$ cat src/design/ssq_pkg.sv
// shared types, codes, constants and helper functions of the servo sweep sequencer
// no dependencies
package ssq_pkg;

    localparam int TICKS_PER_STEP = 2;

    localparam logic [11:0] YAW_CENTER_RST   = 12'd1500;
    localparam logic [11:0] YAW_MIN_RST      = 12'd1000;
    localparam logic [11:0] YAW_MAX_RST      = 12'd2000;
    localparam logic [11:0] PITCH_CENTER_RST = 12'd1500;
    localparam logic [11:0] PITCH_MIN_RST    = 12'd1000;
    localparam logic [11:0] PITCH_MAX_RST    = 12'd2000;
    localparam logic [7:0]  SWEEP_STEP_RST   = 8'd10;
    localparam logic [9:0]  HOLD_STEPS_RST   = 10'd50;

    typedef enum logic [1:0] {
        OP_TICK     = 2'd0,
        OP_RECENTER = 2'd1,
        OP_DIRECT   = 2'd2
    } op_t;

    typedef enum logic [2:0] {
        CFG_YAW_CENTER   = 3'd0,
        CFG_YAW_MIN      = 3'd1,
        CFG_YAW_MAX      = 3'd2,
        CFG_PITCH_CENTER = 3'd3,
        CFG_PITCH_MIN    = 3'd4,
        CFG_PITCH_MAX    = 3'd5,
        CFG_SWEEP_STEP   = 3'd6,
        CFG_HOLD_STEPS   = 3'd7
    } cfg_idx_t;

    typedef enum logic [3:0] {
        PH_HOLD_YAW    = 4'd0,
        PH_YAW_UP      = 4'd1,
        PH_YAW_DOWN    = 4'd2,
        PH_YAW_BACK    = 4'd3,
        PH_HOLD_MID    = 4'd4,
        PH_PITCH_UP    = 4'd5,
        PH_PITCH_DOWN  = 4'd6,
        PH_PITCH_BACK  = 4'd7,
        PH_HOLD_PITCH  = 4'd8
    } phase_t;

    typedef struct packed {
        logic [1:0]  op;
        logic [15:0] yaw_request_us;
        logic [15:0] pitch_request_us;
    } ssq_in_t;

    typedef struct packed {
        logic [11:0] yaw_pulse_us;
        logic [11:0] pitch_pulse_us;
        logic [10:0] yaw_duty;
        logic [15:0] pitch_compare;
        logic        updated;
    } ssq_out_t;

    typedef struct packed {
        logic [11:0] yaw_center_us;
        logic [11:0] yaw_min_us;
        logic [11:0] yaw_max_us;
        logic [11:0] pitch_center_us;
        logic [11:0] pitch_min_us;
        logic [11:0] pitch_max_us;
        logic [7:0]  sweep_step_us;
        logic [9:0]  hold_steps;
    } cfg_t;

    typedef struct packed {
        logic        done;
        logic [11:0] value;
    } move_t;

    // raise to lo first, then lower to hi, so lo > hi gives hi
    function automatic logic [11:0] clamp_us(logic [15:0] v, logic [11:0] lo,
                                             logic [11:0] hi);
        logic [15:0] t;
        t = v;
        if (t < {4'b0, lo}) t = {4'b0, lo};
        if (t > {4'b0, hi}) t = {4'b0, hi};
        return t[11:0];
    endfunction

    function automatic move_t move_up(logic [11:0] v, logic [7:0] step,
                                      logic [11:0] target);
        logic [12:0] sum;
        move_t       r;
        sum = {1'b0, v} + {5'b0, step};
        if (sum >= {1'b0, target}) begin
            r.done  = 1'b1;
            r.value = target;
        end else begin
            r.done  = 1'b0;
            r.value = sum[11:0];
        end
        return r;
    endfunction

    function automatic move_t move_down(logic [11:0] v, logic [7:0] step,
                                        logic [11:0] target);
        logic [11:0] diff;
        move_t       r;
        diff = v - {4'b0, step};
        // a negative difference is always at or below the target
        if ({4'b0, step} > v || diff <= target) begin
            r.done  = 1'b1;
            r.value = target;
        end else begin
            r.done  = 1'b0;
            r.value = diff;
        end
        return r;
    endfunction

endpackage

$ cat src/design/ssq_cfg_regs.sv
// configuration register bank of the servo sweep sequencer
// depends on ssq_pkg
module ssq_cfg_regs (
    input  logic              aclk,
    input  logic              aresetn,
    input  logic              cfg_we,
    input  ssq_pkg::cfg_idx_t cfg_index,
    input  logic [11:0]       cfg_wdata,
    output ssq_pkg::cfg_t     cfg
);
    import ssq_pkg::*;

    cfg_t cfg_reg;
    cfg_t cfg_next;

    always_comb begin
        cfg_next = cfg_reg;
        if (cfg_we) begin
            case (cfg_index)
                CFG_YAW_CENTER:   cfg_next.yaw_center_us   = cfg_wdata;
                CFG_YAW_MIN:      cfg_next.yaw_min_us      = cfg_wdata;
                CFG_YAW_MAX:      cfg_next.yaw_max_us      = cfg_wdata;
                CFG_PITCH_CENTER: cfg_next.pitch_center_us = cfg_wdata;
                CFG_PITCH_MIN:    cfg_next.pitch_min_us    = cfg_wdata;
                CFG_PITCH_MAX:    cfg_next.pitch_max_us    = cfg_wdata;
                CFG_SWEEP_STEP:   cfg_next.sweep_step_us   = cfg_wdata[7:0];
                CFG_HOLD_STEPS:   cfg_next.hold_steps      = cfg_wdata[9:0];
                default:          cfg_next = cfg_reg;
            endcase
        end
    end

    always_ff @(posedge aclk) begin
        if (!aresetn) begin
            cfg_reg.yaw_center_us   <= YAW_CENTER_RST;
            cfg_reg.yaw_min_us      <= YAW_MIN_RST;
            cfg_reg.yaw_max_us      <= YAW_MAX_RST;
            cfg_reg.pitch_center_us <= PITCH_CENTER_RST;
            cfg_reg.pitch_min_us    <= PITCH_MIN_RST;
            cfg_reg.pitch_max_us    <= PITCH_MAX_RST;
            cfg_reg.sweep_step_us   <= SWEEP_STEP_RST;
            cfg_reg.hold_steps      <= HOLD_STEPS_RST;
        end else begin
            cfg_reg <= cfg_next;
        end
    end

    assign cfg = cfg_reg;

endmodule

$ cat src/design/ssq_core.sv
// sweep sequencer state machine, prescaler and pulse clamping
// depends on ssq_pkg; updates its state on each beat taken from the input register
module ssq_core (
    input  logic              aclk,
    input  logic              aresetn,
    input  logic              fire,
    input  ssq_pkg::ssq_in_t  in_data,
    input  ssq_pkg::cfg_t     cfg,
    output ssq_pkg::ssq_out_t result
);
    import ssq_pkg::*;

    phase_t      phase_reg,     phase_next;
    logic [7:0]  prescale_reg,  prescale_next;
    logic [9:0]  hold_reg,      hold_next;
    logic [11:0] yaw_sweep_reg, yaw_sweep_next;
    logic [11:0] pit_sweep_reg, pit_sweep_next;
    logic [11:0] yaw_now_reg,   yaw_now_next;
    logic [11:0] pit_now_reg,   pit_now_next;

    logic [7:0]  prescale_inc;
    logic [9:0]  hold_inc;
    logic        hold_done;
    logic [11:0] yaw_center_cl;
    logic [11:0] pit_center_cl;
    move_t       mv;
    logic        updated;

    always_ff @(posedge aclk) begin
        if (!aresetn) begin
            phase_reg     <= PH_HOLD_YAW;
            prescale_reg  <= '0;
            hold_reg      <= '0;
            yaw_sweep_reg <= YAW_CENTER_RST;
            pit_sweep_reg <= PITCH_CENTER_RST;
            yaw_now_reg   <= YAW_CENTER_RST;
            pit_now_reg   <= PITCH_CENTER_RST;
        end else if (fire) begin
            phase_reg     <= phase_next;
            prescale_reg  <= prescale_next;
            hold_reg      <= hold_next;
            yaw_sweep_reg <= yaw_sweep_next;
            pit_sweep_reg <= pit_sweep_next;
            yaw_now_reg   <= yaw_now_next;
            pit_now_reg   <= pit_now_next;
        end
    end

    assign prescale_inc  = prescale_reg + 8'd1;
    assign hold_inc      = hold_reg + 10'd1;
    assign hold_done     = (hold_inc >= cfg.hold_steps);
    assign yaw_center_cl = clamp_us({4'b0, cfg.yaw_center_us}, cfg.yaw_min_us,
                                    cfg.yaw_max_us);
    assign pit_center_cl = clamp_us({4'b0, cfg.pitch_center_us}, cfg.pitch_min_us,
                                    cfg.pitch_max_us);

    // one move unit, fed by the axis and target of the current phase
    always_comb begin
        case (phase_reg)
            PH_YAW_UP:     mv = move_up(yaw_sweep_reg, cfg.sweep_step_us, cfg.yaw_max_us);
            PH_YAW_DOWN:   mv = move_down(yaw_sweep_reg, cfg.sweep_step_us, cfg.yaw_min_us);
            PH_YAW_BACK:   mv = move_up(yaw_sweep_reg, cfg.sweep_step_us,
                                        cfg.yaw_center_us);
            PH_PITCH_UP:   mv = move_up(pit_sweep_reg, cfg.sweep_step_us,
                                        cfg.pitch_max_us);
            PH_PITCH_DOWN: mv = move_down(pit_sweep_reg, cfg.sweep_step_us,
                                          cfg.pitch_min_us);
            PH_PITCH_BACK: mv = move_up(pit_sweep_reg, cfg.sweep_step_us,
                                        cfg.pitch_center_us);
            default:       mv = '0;
        endcase
    end

    always_comb begin
        phase_next     = phase_reg;
        prescale_next  = prescale_reg;
        hold_next      = hold_reg;
        yaw_sweep_next = yaw_sweep_reg;
        pit_sweep_next = pit_sweep_reg;
        yaw_now_next   = yaw_now_reg;
        pit_now_next   = pit_now_reg;
        updated        = 1'b0;

        case (in_data.op)
            OP_TICK: begin
                prescale_next = prescale_inc;
                if (prescale_inc >= 8'(TICKS_PER_STEP)) begin
                    prescale_next = '0;
                    updated       = 1'b1;
                    case (phase_reg)
                        PH_YAW_UP, PH_YAW_DOWN, PH_YAW_BACK: begin
                            yaw_sweep_next = mv.value;
                            yaw_now_next   = clamp_us({4'b0, mv.value}, cfg.yaw_min_us,
                                                      cfg.yaw_max_us);
                            pit_now_next   = pit_center_cl;
                            if (mv.done) phase_next = phase_t'(phase_reg + 4'd1);
                        end
                        PH_PITCH_UP, PH_PITCH_DOWN, PH_PITCH_BACK: begin
                            pit_sweep_next = mv.value;
                            yaw_now_next   = yaw_center_cl;
                            pit_now_next   = clamp_us({4'b0, mv.value}, cfg.pitch_min_us,
                                                      cfg.pitch_max_us);
                            if (mv.done) phase_next = phase_t'(phase_reg + 4'd1);
                        end
                        PH_HOLD_YAW: begin
                            yaw_now_next = yaw_center_cl;
                            pit_now_next = pit_center_cl;
                            hold_next    = hold_done ? 10'd0 : hold_inc;
                            if (hold_done) begin
                                yaw_sweep_next = cfg.yaw_center_us;
                                phase_next     = PH_YAW_UP;
                            end
                        end
                        PH_HOLD_MID: begin
                            yaw_now_next = yaw_center_cl;
                            pit_now_next = pit_center_cl;
                            hold_next    = hold_done ? 10'd0 : hold_inc;
                            if (hold_done) begin
                                pit_sweep_next = cfg.pitch_center_us;
                                phase_next     = PH_PITCH_UP;
                            end
                        end
                        default: begin
                            // hold after pitch, also taken by stray phase codes
                            yaw_now_next = yaw_center_cl;
                            pit_now_next = pit_center_cl;
                            hold_next    = hold_done ? 10'd0 : hold_inc;
                            if (hold_done) phase_next = PH_HOLD_YAW;
                        end
                    endcase
                end
            end
            OP_RECENTER: begin
                phase_next     = PH_HOLD_YAW;
                prescale_next  = '0;
                hold_next      = '0;
                yaw_sweep_next = cfg.yaw_center_us;
                pit_sweep_next = cfg.pitch_center_us;
                yaw_now_next   = yaw_center_cl;
                pit_now_next   = pit_center_cl;
                updated        = 1'b1;
            end
            OP_DIRECT: begin
                yaw_now_next = clamp_us(in_data.yaw_request_us, cfg.yaw_min_us,
                                        cfg.yaw_max_us);
                pit_now_next = clamp_us(in_data.pitch_request_us, cfg.pitch_min_us,
                                        cfg.pitch_max_us);
                updated      = 1'b1;
            end
            default: begin
                updated = 1'b0;
            end
        endcase
    end

    always_comb begin
        result.yaw_pulse_us   = yaw_now_next;
        result.pitch_pulse_us = pit_now_next;
        result.yaw_duty       = yaw_now_next[11:1];
        // times ten as x*8 + x*2
        result.pitch_compare  = {1'b0, pit_now_next, 3'b0} + {3'b0, pit_now_next, 1'b0};
        result.updated        = updated;
    end

endmodule

$ cat src/design/servo_sweep_sequencer_top.sv
// Two-axis servo pulse controller with a self-test sweep sequencer. One input beat
// (tick, recenter or direct request) is taken per clock while m_ready is high, and
// yields exactly one result beat: the beat lands in an input register, the sequencer
// state and clamped pulses are updated in a single combinational pass, and the result
// is held in an output register. Sustained rate is one beat per cycle while m_ready
// is high, set by that single state-update pass; while a result beat is stalled the
// input register can still take one more beat, after which s_ready stays low until
// the result is taken. s_ready is low during reset. Configuration is written through
// cfg_we/cfg_index/cfg_wdata and should only change while no beat is in flight.
// depends on ssq_pkg, ssq_cfg_regs, ssq_core
module servo_sweep_sequencer_top (
    input  logic              aclk,
    input  logic              aresetn,
    input  logic              s_valid,
    output logic              s_ready,
    input  ssq_pkg::ssq_in_t  s_data,
    output logic              m_valid,
    input  logic              m_ready,
    output ssq_pkg::ssq_out_t m_data,
    input  logic              cfg_we,
    input  ssq_pkg::cfg_idx_t cfg_index,
    input  logic [11:0]       cfg_wdata
);
    import ssq_pkg::*;

    cfg_t     cfg;
    ssq_in_t  in_data_reg;
    logic     in_vld_reg;
    logic     in_vld_next;
    ssq_out_t out_data_reg;
    logic     out_vld_reg;
    logic     out_vld_next;
    ssq_out_t core_result;
    logic     advance;

    assign advance = in_vld_reg && (!out_vld_reg || m_ready);
    assign s_ready = aresetn && (!in_vld_reg || advance);

    always_comb begin
        in_vld_next = in_vld_reg;
        if (s_valid && s_ready) in_vld_next = 1'b1;
        else if (advance)       in_vld_next = 1'b0;

        out_vld_next = out_vld_reg;
        if (advance)      out_vld_next = 1'b1;
        else if (m_ready) out_vld_next = 1'b0;
    end

    always_ff @(posedge aclk) begin
        if (!aresetn) begin
            in_vld_reg  <= 1'b0;
            out_vld_reg <= 1'b0;
        end else begin
            in_vld_reg  <= in_vld_next;
            out_vld_reg <= out_vld_next;
        end
    end

    always_ff @(posedge aclk) begin
        if (s_valid && s_ready) in_data_reg  <= s_data;
        if (advance)            out_data_reg <= core_result;
    end

    ssq_cfg_regs u_cfg (
        .aclk      (aclk),
        .aresetn   (aresetn),
        .cfg_we    (cfg_we),
        .cfg_index (cfg_index),
        .cfg_wdata (cfg_wdata),
        .cfg       (cfg)
    );

    ssq_core u_core (
        .aclk    (aclk),
        .aresetn (aresetn),
        .fire    (advance),
        .in_data (in_data_reg),
        .cfg     (cfg),
        .result  (core_result)
    );

    assign m_valid = out_vld_reg;
    assign m_data  = out_data_reg;

endmodule

$ cat config.mk
export PLATFORM = sky130hd
export DESIGN_NAME = servo_sweep_sequencer_top
export DESIGN_NICKNAME = d
export VERILOG_FILES = /design/src/design/ssq_pkg.sv /design/src/design/ssq_cfg_regs.sv /design/src/design/ssq_core.sv /design/src/design/servo_sweep_sequencer_top.sv
export SDC_FILE = /design/constraint.sdc
export NUM_CORES = 1
export LEC_CHECK = 0
export ABC_AREA = 1
export BUFFER_PORTS_ARGS = -buffer_cell sky130_fd_sc_hd__buf_2
export CORE_ASPECT_RATIO = 2
export CORE_UTILIZATION = 27
export DETAILED_ROUTE_END_ITERATION = 8
export GPL_TIMING_DRIVEN = 0
export SYNTH_ARGS = -nofsm -noshare
export SYNTH_HDL_FRONTEND = slang
export SYNTH_SLANG_ARGS = --single-unit
$ cat constraint.sdc
create_clock -name aclk -period 12.1 [get_ports aclk]
set_input_delay 3.025 -clock aclk [delete_from_list [all_inputs] [get_ports aclk]]
set_output_delay 3.025 -clock aclk [all_outputs]
set_load 0.005 [all_outputs]
# Word-level counts from Yosys, hierarchy flattened
# Cells that the tools add are included.
# totals
word_cells,171
regBits,248
out_inout_bits,54
inputBits,54
# op_classes
n_eq_ne,24
add_sub_neg,8
mux,60
reduce_logical,32
order_cmp,22
# ops
cell,count
2-to-1 mux 12 bit,18
2-to-1 mux 16 bit,10
case mux 12 bit (2 select lines),4
2-to-1 mux 13 bit,6
case mux 13 bit (6 select lines),1
case mux 12 bit (3 select lines),2
greater-than comparator 16 x 12 -> 1 bit,4
>= comparator 13 x 12 -> 1 bit,4
less-than comparator 12 bit,4
less-than comparator 16 x 12 -> 1 bit,2
2-to-1 mux 10 bit,3
adder 12 x 8 -> 13 bit,2
greater-than comparator 12 bit,2
greater-than comparator 8 x 12 -> 1 bit,2
less-or-equal comparator 12 bit,2
subtractor 12 x 8 -> 12 bit,2
2-to-1 mux 4 bit,5
case mux 10 bit (2 select lines),1
AND reduction 2 bit,9
adder 15 x 13 -> 16 bit,1
"equality test 4 x 3 -> 1 bit, second input constant",4
case mux 8 bit (2 select lines),1
"equality test 3 bit, second input constant",4
"!= test 3 x 2 -> 1 bit, second input constant",4
other kinds (32),49

# Longest topological paths before layout
# logic_depth
depth_word,16
depth_mapped,68
ltp_nobuf,64

# Hierarchy
# A second synthesis with hierarchy kept.
# unflattened
hier_cells,3026
area_unflattened_um2,20981.4
# modules_own_cells
mod,area_per_inst_um2,cells_per_inst,seq_area_each_um2,n_inst
ssq_core,14908.0,2451,1401.3,1
ssq_cfg_regs,3392.0,475,1801.7,1
servo_sweep_sequencer_top,2681.3,100,2622.5,1

# Worst setup path after synthesis
# OpenSTA, ideal clock, no wires.
# synth_timing
kind,register to register
start,"register u_cfg.cfg_reg, in the netlist u_cfg.cfg[12]"
end,"register out_data_reg, in the netlist m_data[14], data pin"
path_buffers,5
period_less_slack_ns,8.619
required_time_ns,11.848
stages_incl_launch_ff,58
t_arrival_ns,8.367
slack_ns,3.481
setup_ns,0.252
cell_sequence,dfxtp_1 inv_1 ha_1 buf_2 a21o_1 a31oi_1 nor2_1 a21boi_0 o21ai_1 nand2_1 nand2_1 nor3_1 xor2_1 ha_1 nand4_1 nor2_1 nand2_1 nand3_1 (+22 left out) o211ai_1 nand2_1 buf_2 buf_1 nand2_1 o211ai_1 nand3_1 a32oi_1 ha_1 inv_1 fa_1 o211a_1 nor2_1 o21ai_0 nand2_1 nand4_1 nand3_1 nand2_1
# synth_rtl
element,line_no,rtl
start: declaration,ssq_cfg_regs.sv:13,cfg_t cfg_reg;
start signal: assignment,ssq_cfg_regs.sv:44,cfg_reg <= cfg_next;
end signal: assignment,servo_sweep_sequencer_top.sv:61,if (advance) out_data_reg <= core_result;
end: declaration,servo_sweep_sequencer_top.sv:30,ssq_out_t out_data_reg;

==> impl_metrics.json <==
{
  "netlist_instances": 2785,
  "drive_above_1_share_pct": 10.2,
  "fp-row-count": 140,
  "worst_ep_arrival_time_ns": 11.94,
  "setup_violations": 0,
  "antenna_found_initial": 6,
  "cts_sinks": 234,
  "fin_cells": 3858,
  "powerDensity_nw_per_um2": 110,
  "numPortBuffers": 106,
  "cts_tree": "yes",
  "crit_required_ns": 12.44,
  "synth_edf_count": 72,
  "p_leak_uw": 0.0105,
  "path_common_cell": "nand2_1",
  "critPathMaxStageDelay_ns": 0.86,
  "start_kind": "flop",
  "grt_pass1_wl_um": 126000,
  "clk_latency_ns": 0.59,
  "wl_met2_um": 45500,
  "cp-end-kind": "flop",
  "highest_layer": "met5",
  "place_area_sq_um": 21600,
  "final_cell_mix": "nand2_1 (629), inv_1 (330), ha_1 (269), a21oi_1 (230), o21ai_0 (213)",
  "syn-num-nets": 3113,
  "num_vias": 20100,
  "post-route-period-util_pct": 95.9,
  "crit_path_top_delay_cell": "xor2_1",
  "relSlewSlack_pct": 21.5,
  "placedCellCount": 3815,
  "ir_drop_uv": 83.2,
  "gp_congestion": 1.06,
  "yosys_warnings": 0,
  "largest_reg_flops": 90,
  "finalWirelength_um": 88300,
  "drt-met1-wl_um": 28900,
  "ys_types": 68,
  "cts_buffer_depth": 3,
  "synth_area_sq_um": 19900,
  "grt_max_degree": 48,
  "root_buffer": "clkbuf_16",
  "outcome": "finished, final reports clean",
  "io_pins": 108,
  "worst_pin_slew_ns": 1.18,
  "min_path_type": "flop to flop",
  "worstSetupPathType": "flop to flop",
  "die_area_sq_um": 74900,
  "groute.usage.overall_pct": 23.1,
  "setup_tns_ns": 0,
  "synth-seq-area-share_pct": 27.1,
  "ys_seq_elements": 234,
  "dr.pass1.iters": 7,
  "period_minus_slack_ns": 11.60,
  "drt.antenna.violating_nets": 0,
  "syn_avg_cell_area_sq_um": 7.15,
  "overflow": 0,
  "die_y_um": 386,
  "area_delta_synth_final_pct": 13.3,
  "fin_nets": 3245,
  "routed_via_density": 5.21,
  "coreArea_sq_um": 72900,
  "finalMaxSlewViolations": 0,
  "synthArstFlopShare_pct": 0,
  "clk_pin_slew_ns": 0.08,
  "hpwl_um": 70100,
  "rsz0062_at_grt": "no",
  "hold_viol": 0,
  "first_global_vias": 19600,
  "layout_commonest_cell": "nand2_1",
  "die_x_um": 194,
  "start_util_pct": 27.3,
  "drc": 0,
  "wl_per_cell_um": 22.9,
  "path_max_fanout": 10,
  "ctsHtreeMaxLevel": 1,
  "maxCapViolCount": 0,
  "wl_met3_um": 4220,
  "drt_first_iter_violations": 1287,
  "synth_top_flop_cell": "dfxtp_1",
  "finalClockSkew_ns": 0.0221,
  "design_area_sq_um": 22600,
  "cts_hold_buf": 0,
  "cts_buffers": 23,
  "fmax_ghz": 0.0862
}
worst max-delay path: cells and delay by family (launching register included):
kind / cells / cell delay [ns]
compound gates: 13 / 2.44
simple gates: 27 / 3.28
flops: 1 / 0.55
buf+inv: 12 / 2.13
xor+xnor: 1 / 0.86
fa+ha+maj: 6 / 2.09
power by group:
group / internal, uW / switching, uW / leakage (uW)
clock network: 488 / 380 / 0.000421
logic: 229 / 501 / 0.00811
registers: 855 / 25.5 / 0.00200
metrics by stage:
step,setup WS [ns],hold WS (ns),utilization (%),total power [uW]
floorplan,3.48,0.435,-,1360
global placement,0.427,0.449,29.6,1600
detailed placement,0.382,0.454,29.7,1610
CTS,0.341,0.467,30.9,2470
global route,0.0843,0.492,31.0,2590
finish,0.500,0.465,31.0,2480
logic make-up (layout without fill, tap and decap cells):
| kind of cell | Yosys count | in the layout | share of synthesized area [%] |
|---|---|---|---|
| fa+ha+maj | 274 | 274 | 17.4 |
| xor+xnor | 52 | 52 | 2.29 |
| compound gates | 686 | 686 | 20.7 |
| buf+inv | 462 | 611 | 9.30 |
| simple gates | 1076 | 1076 | 23.1 |
| flops | 234 | 234 | 27.1 |
| other cells | 1 | 2 | 0.0188 |
routing by layer:
layer / vias up / global-route usage, %
li1: 9747 / -
met1: 9262 / 20.5
met2: 710 / 43.8
met3: 356 / 3.43
met4: 12 / 23.2
met5: - / 0
cell type report:
class,instances,area [sq um]
diodes,1,2.50
plain buffers,104,503
clock buffers,26,628
clock inverters,16,241
fillers,7938,50300
inverters,358,1350
multi-input cells,2089,12700
flip-flops and latches,234,5410
well taps,923,1150
repair buffers,107,558
synth_stat cells (4+ instances only):
master / n / area [sq um]
a31oi_1: 19 / 119
nor2_1: 180 / 676
edfxtp_1: 72 / 2160
o21bai_1: 8 / 60.1
inv_2: 17 / 63.8
nand4_1: 41 / 257
buf_6: 5 / 56.3
a21oi_1: 230 / 1150
clkbuf_1: 66 / 248
and2_1: 8 / 50.1
a22oi_1: 10 / 75.1
o31ai_1: 6 / 45.0
nor4_1: 4 / 25.0
o2111ai_1: 10 / 87.6
a211oi_1: 17 / 128
clkinv_1: 9 / 33.8
nand3_1: 126 / 631
o221ai_1: 7 / 61.3
buf_2: 14 / 70.1
nand3_2: 5 / 50.1
o22ai_1: 6 / 37.5
o211ai_1: 88 / 661
nand2_2: 20 / 125
nor3_1: 23 / 115
o21ai_1: 10 / 50.1
and3_1: 6 / 37.5
ha_1: 269 / 3370
fa_1: 5 / 100
nor2_2: 7 / 43.8
nand2_1: 629 / 2360
a21boi_0: 6 / 45.0
a21oi_2: 5 / 43.8
xor2_1: 46 / 403
inv_1: 330 / 1240
buf_4: 15 / 113
o21ai_2: 15 / 131
dfxtp_1: 162 / 3240
o21a_1: 4 / 30.0
or2_2: 13 / 81.3
xnor2_1: 6 / 52.6
o21ai_0: 213 / 1070
a221oi_1: 6 / 52.6
o221a_2: 5 / 56.3
a21o_1: 4 / 30.0
worst paths after layout:
path	from	end	slack (ns)	depth (start not counted)
setup / recovery	u_cfg.cfg[17]$_SDFFE_PN0P_	m_data[14]$_DFFE_PP_	0.50	59
hold / removal	u_cfg.cfg[2]$_SDFFE_PN0P_	u_cfg.cfg[2]$_SDFFE_PN0P_	0.46	2
setup reg to reg	u_cfg.cfg[17]$_SDFFE_PN0P_	m_data[14]$_DFFE_PP_	0.50	59
hold reg to reg	u_cfg.cfg[2]$_SDFFE_PN0P_	u_cfg.cfg[2]$_SDFFE_PN0P_	0.46	2
repair_timing:
action / CTS / global route
endpoints found under the setup margin: 0 / 10
buffers inserted: 0 / 0
resized for setup: 0 / 7
Note: power is estimated with default switching activity, not from simulation.
